## config.mk

```make
export PLATFORM = sky130hd
export DESIGN_NAME = kthm_regs
export DESIGN_NICKNAME = d
export VERILOG_FILES = /design/src/sv/kth_largest_min_heap_macros.svh /design/src/sv/kthm_pkg.sv /design/src/sv/kthm_regs.sv
export SDC_FILE = /design/constraint.sdc
export NUM_CORES = 1
export LEC_CHECK = 0
export ABC_AREA = 1
export BUFFER_PORTS_ARGS = -buffer_cell sky130_fd_sc_hd__buf_2
export CORE_MARGIN = 10
export CORE_UTILIZATION = 34
export DETAILED_ROUTE_END_ITERATION = 8
export PLACE_DENSITY_LB_ADDON = 0.3
export SLEW_MARGIN = 40
export SYNTH_ARGS = -nofsm -noshare
export SYNTH_HDL_FRONTEND = slang
export SYNTH_SLANG_ARGS = --single-unit
```

## constraint.sdc

```tcl
create_clock -name clk_i -period 1.4 [get_ports clk_i]
set_input_delay 0.14 -clock clk_i [delete_from_list [all_inputs] [get_ports clk_i]]
set_output_delay 0.14 -clock clk_i [all_outputs]
set_load 0.03 [all_outputs]
```

## src/sv/kth_largest_min_heap_macros.svh

```systemverilog
// assertion macros used by the heap sequencer
`ifndef KTH_LARGEST_MIN_HEAP_MACROS_SVH
`define KTH_LARGEST_MIN_HEAP_MACROS_SVH

// condition holds at every edge out of reset
`define KTHM_ASSERT_ALWAYS(lbl, cond, msg) \
  lbl: assert property (@(posedge clk_i) disable iff (!rst_ni) (cond)) else $error(msg);

// same-cycle implication
`define KTHM_ASSERT_IMPL(lbl, pre, post, msg) \
  lbl: assert property (@(posedge clk_i) disable iff (!rst_ni) (pre) |-> (post)) \
    else $error(msg);

// next-cycle implication
`define KTHM_ASSERT_NEXT(lbl, pre, post, msg) \
  lbl: assert property (@(posedge clk_i) disable iff (!rst_ni) (pre) |=> (post)) \
    else $error(msg);

`endif

```

## src/sv/kthm_pkg.sv

```systemverilog
// shared constants, types and helpers for the k-th largest heap
`timescale 1ns / 1ps

package kthm_pkg;

  localparam int unsigned DataW      = 32;
  localparam int unsigned RankW      = 9;
  localparam int unsigned DefMaxRank = 256;
  localparam int unsigned ApbAddrW   = 3;

  // register select bit of paddr (byte address 4*i)
  localparam logic RegTargetRank = 1'b0;

  // heap memory control request
  typedef struct packed {
    logic             we;
    logic             re;
    logic [DataW-1:0] wdata;
  } mem_ctl_t;

  // signed compare of two's complement words: a < b
  function automatic logic less_signed(input logic [DataW-1:0] a, input logic [DataW-1:0] b);
    return $signed(a) < $signed(b);
  endfunction

endpackage

```

## src/sv/kthm_regs.sv

```systemverilog
// apb register file holding the target rank
`timescale 1ns / 1ps

module kthm_regs (
  input  logic                          clk_i,
  input  logic                          rst_ni,
  input  logic                          psel,
  input  logic                          penable,
  input  logic                          pwrite,
  input  logic [kthm_pkg::ApbAddrW-1:0] paddr,
  input  logic [31:0]                   pwdata,
  output logic [31:0]                   prdata,
  output logic                          pready,
  output logic [kthm_pkg::RankW-1:0]    target_rank_o
);
  import kthm_pkg::*;

  logic [RankW-1:0] rank_q, rank_d;
  logic             wr_en;

  assign pready = 1'b1;
  assign wr_en  = psel && penable && pwrite && pready;

  // register write decode
  always_comb begin
    rank_d = rank_q;
    if (wr_en && (paddr[2] == RegTargetRank)) begin
      rank_d = pwdata[RankW-1:0];
    end
  end

  always_ff @(posedge clk_i or negedge rst_ni) begin
    if (!rst_ni) begin
      rank_q <= RankW'(1);
    end else begin
      rank_q <= rank_d;
    end
  end

  // read mux
  always_comb begin
    case (paddr[2])
      RegTargetRank: prdata = 32'(rank_q);
      default:       prdata = '0;
    endcase
  end

  assign target_rank_o = rank_q;

endmodule

```

Word level (Yosys, flattened, before mapping)
Index checks and enable logic that the tools add are counted.
Word-level totals
  word-level logic and storage cells: 6
  input bits: 40
  register bits: 9
Operators by class
  reductions and logical operators: 3
  bitwise operators: 1
  muxes and demuxes: 1
Operators with widths (number)
  2-to-1 mux 9 bit: 1
  logical AND 1 bit: 3
  NOT 1 bit: 1

Longest topological paths before layout
  depth in word-level cells: 3
  mapped depth: 5
  gate-level depth less buffers: 5

Worst setup path after synthesis
Ideal clock, no wire load.
  kind: reg2out
  start: register rank_q[0], in the netlist target_rank_o[0]
  end: output port prdata[0]
  cell stages (with the launch flop): 3
  required time: 1260 ps
  slack: 188 ps
  arrival time: 1072 ps
  cell sequence: dfstp_2 -> inv_1 -> nor2_1
Between the ends
  word-level cells in the longest chain between the ends: 1
RTL lines
  start: declaration: RTL line kthm_regs.sv:18  | logic [RankW-1:0] rank_q, rank_d;
  start signal: assignment: RTL line kthm_regs.sv:34  | rank_q <= RankW'(1);
  start signal: assignment: RTL line kthm_regs.sv:36  | rank_q <= rank_d;
  2-to-1 mux 9 bit: RTL line kthm_regs.sv:42  | case (paddr[2])
  end: declaration: RTL line kthm_regs.sv:12  | output logic [31:0] prdata,
Every way passes these cells.

Worst setup path after layout
Ends and elaborated chain as after synthesis.

==> qor.txt <==
Status: complete, no violations
Crit path cell chain: inv_1, nor2_1, buf_2
Setup crit end kind: primary output
Vias/cell: 3.697
Antenna Nets Post-Route: 0
Max Cap Viol: 0
Worst r2r path cells: 2
HPWL after DPL: 1.388 mm
Core ar.: 0.001764 mm2
GRT busiest layer: met2
Terminus of the critical flop-to-flop path: target_rank_o[0]$_DFFE_PN1P_
Layout Nets: 161
CP Class: reg2out
Mux cell area share after synthesis: 0
CTS tree: yes
Pin count of the biggest net entering global routing: 11
Die Width: 63.66 um
DIE HEIGHT: 63.66 um
Crit path to: prdata[0]
CTS Buf Count: 3
Die Area: 0.004053 mm2
Main combinational cell family by area after synthesis: buffers and inverters
Clk pin slew, worst setup/hold paths: 60 ps
Post-synthesis simple-gate area fraction: 0.2799
Slew Limit Fails: 0
Vias in the first global route: 579
Cells after synthesis: 86
Sequential cell area: 226.5 um2
Post-synth top flop: dfrtp_1
Multi-input logic area: 271.5 um2
DR pass1 iterations: 4
Post_cts resized: 0
CTS sink cnt: 9
Vias: 536
Worst flop-to-flop path startpoint: target_rank_o[0]$_DFFE_PN1P_
Crit path from: target_rank_o[0]$_DFFE_PN1P_
Clock latency on the worst-skew pair: 250 ps
# diodes: 0
Compound-Gate Fraction of Synth Area: 0
Mean Syn Cell Area: 7.536 um2
Std cell rows: 15
Worst hold path class: in2reg
Io pins: 82
Clock buffer depth: 2
Area share of the largest cell type after synthesis: 0.3089
Synth Area in XOR/XNOR: 0
Gr ovfl total: 0
Starting Density: 0.3674
DR WL/cell: 11.03 um
Fillers: 189
Initial antenna violation count: 0
CP Launch Type: flip-flop
Worst-case clock skew: 0 ps
Iteration-0 DRC Markers: 8
Root Buffer: clkbuf_4
Met1 Use GR: 0.08309
Global routing usage on met3: 0.06184
Port Buf Inserts: 32
Share of async-settable or async-resettable flops after synthesis: 1.000
Area Overhead vs Synth: 18.34%
Synth Area in Adders: 0
Seq/Total Area, Yosys: 0.3494
P_leak: 0.0005103 uW
CTS H-tree lvls: 1
Top cells by area, synth: dfrtp_1 31%, buf_4 28%, nand2_1 11%, nand3_1 6.9%, inv_1 5.8%
Endpoints failing hold: 0
Share of layout cells above drive strength 1: 0.3250
Fmax: 815.1 MHz
YS warnings: 0
Setup TNS: 0 ps
Synth area leader: dfrtp_1
Register bit total from synthesis: 9
Count leader, synth: buf_4
RSZ-0062 raised after global routing: no
First-pass GRT wire length: 2.642 mm
Final WL: 1.600 mm
Final worst-path cycle share: 0.8763
GP Congestion: 0.6653
Synthesized area: 648.1 um2
Min Tclk post-route: 1227 ps
Post-synth cell types: 12
Post-synth EDFFs: 0
Tot GR Track Use: 0.08111
CP Max Fanout: 3
Placed Cells: 140
Req. time, crit path: 1260 ps
Final cell count without fillers: 145
Most frequent cells after synthesis: 24 x buf_4, 19 x nand2_1, 10 x inv_1
Post-route DRC: 0
Slowest cell on the critical path: dfstp_2
Largest register FFs: 9
VDD IR max: 0.6151 mV
Slowest stage delay, CP: 540 ps
Met2 Usage GRT: 0.1181
Final setup viols: 0
P per Cell Area: 1294 mW/mm2
Critical Path AT: 1090 ps
R2R Setup Slk: 700 ps
-- metal layers --
| layer | wire (um) | share of wire |
|---|---|---|
| met5 | 0 | 0 |
| met4 | 8 | 0.0050 |
| met3 | 252 | 0.16 |
| met2 | 710 | 0.44 |
| met1 | 629 | 0.39 |
-- kinds of logic after synthesis --
group | count (synthesis)
buffers and inverters | 36
DFF | 9
other | 2
and+or+nand+nor | 39
-- where the power goes --
group / switching, uW / internal, uW
clock network: 83.9 / 109
logic: 346 / 103
registers: 36.3 / 313
-- critical path, delay by kind of cell, from the launching register on --
kind / cells / cell delay (ps)
DFF: 1 / 540
buffers and inverters: 2 / 240
and+or+nand+nor: 1 / 60
-- timing repair --
item,CTS,global route
hold buffers,1,0
hold endpoints to repair,9,0
buffers inserted,0,0
-- layout make-up --
cell class / instances / area share
multi-input combinational: 63 / 0.3540
tap: 25 / 0.04078
inverter: 11 / 0.05383
clock buffer: 4 / 0.03426
sequential: 9 / 0.2953
timing repair buffer: 33 / 0.2219
-- worst min path at each step --
| stage | start | end | slack [ps] | cells after the start |
|---|---|---|---|---|
| after floorplan | rst_ni | target_rank_o[1]$_DFFE_PN0P_ | -160 | 0 |
| after global placement | rst_ni | target_rank_o[6]$_DFFE_PN0P_ | -2 | 1 |
| after global routing | pwdata[7] | target_rank_o[7]$_DFFE_PN0P_ | 110 | 3 |
| final | pwdata[0] | target_rank_o[0]$_DFFE_PN1P_ | 100 | 3 |
| after detailed placement | rst_ni | target_rank_o[4]$_DFFE_PN0P_ | 1 | 1 |
| after CTS | pwdata[0] | target_rank_o[0]$_DFFE_PN1P_ | 100 | 3 |
-- cell usage in the layout (no fill, tap or decap) --
master	netlist	routed
buf_2	0	32
conb_1	2	24
nand2_1	19	19
inv_1	10	10
nor2_1	9	9
nand3_1	9	9
dfrtp_1	8	8
clkbuf_4	0	3
nor2_8	1	1
inv_2	1	1
nand2_4	1	1
clkbuf_1	0	1
dlygate4sd3_1	0	1
dfstp_2	1	1
-- per-stage QoR --
| step | worst slack, ps | hold WS (ps) | utilization | power, uW | instance area, um2 |
|---|---|---|---|---|---|
| final | 173.2 | 102.2 | 0.4348 | 992.2 | 767.0 |
| after global routing | 115.1 | 106.8 | 0.4348 | 1063 | 767.0 |
| after CTS | 156.6 | 97.12 | 0.4348 | 1007 | 767.0 |
| after detailed placement | 436.6 | 1.242 | 0.4142 | 804.4 | 730.7 |
| after global placement | 443.8 | -2.165 | 0.4142 | 798.6 | 730.7 |
| after floorplan | 187.7 | -155.6 | - | 733.6 | 730.7 |
Power figures use the tool's default switching activity.
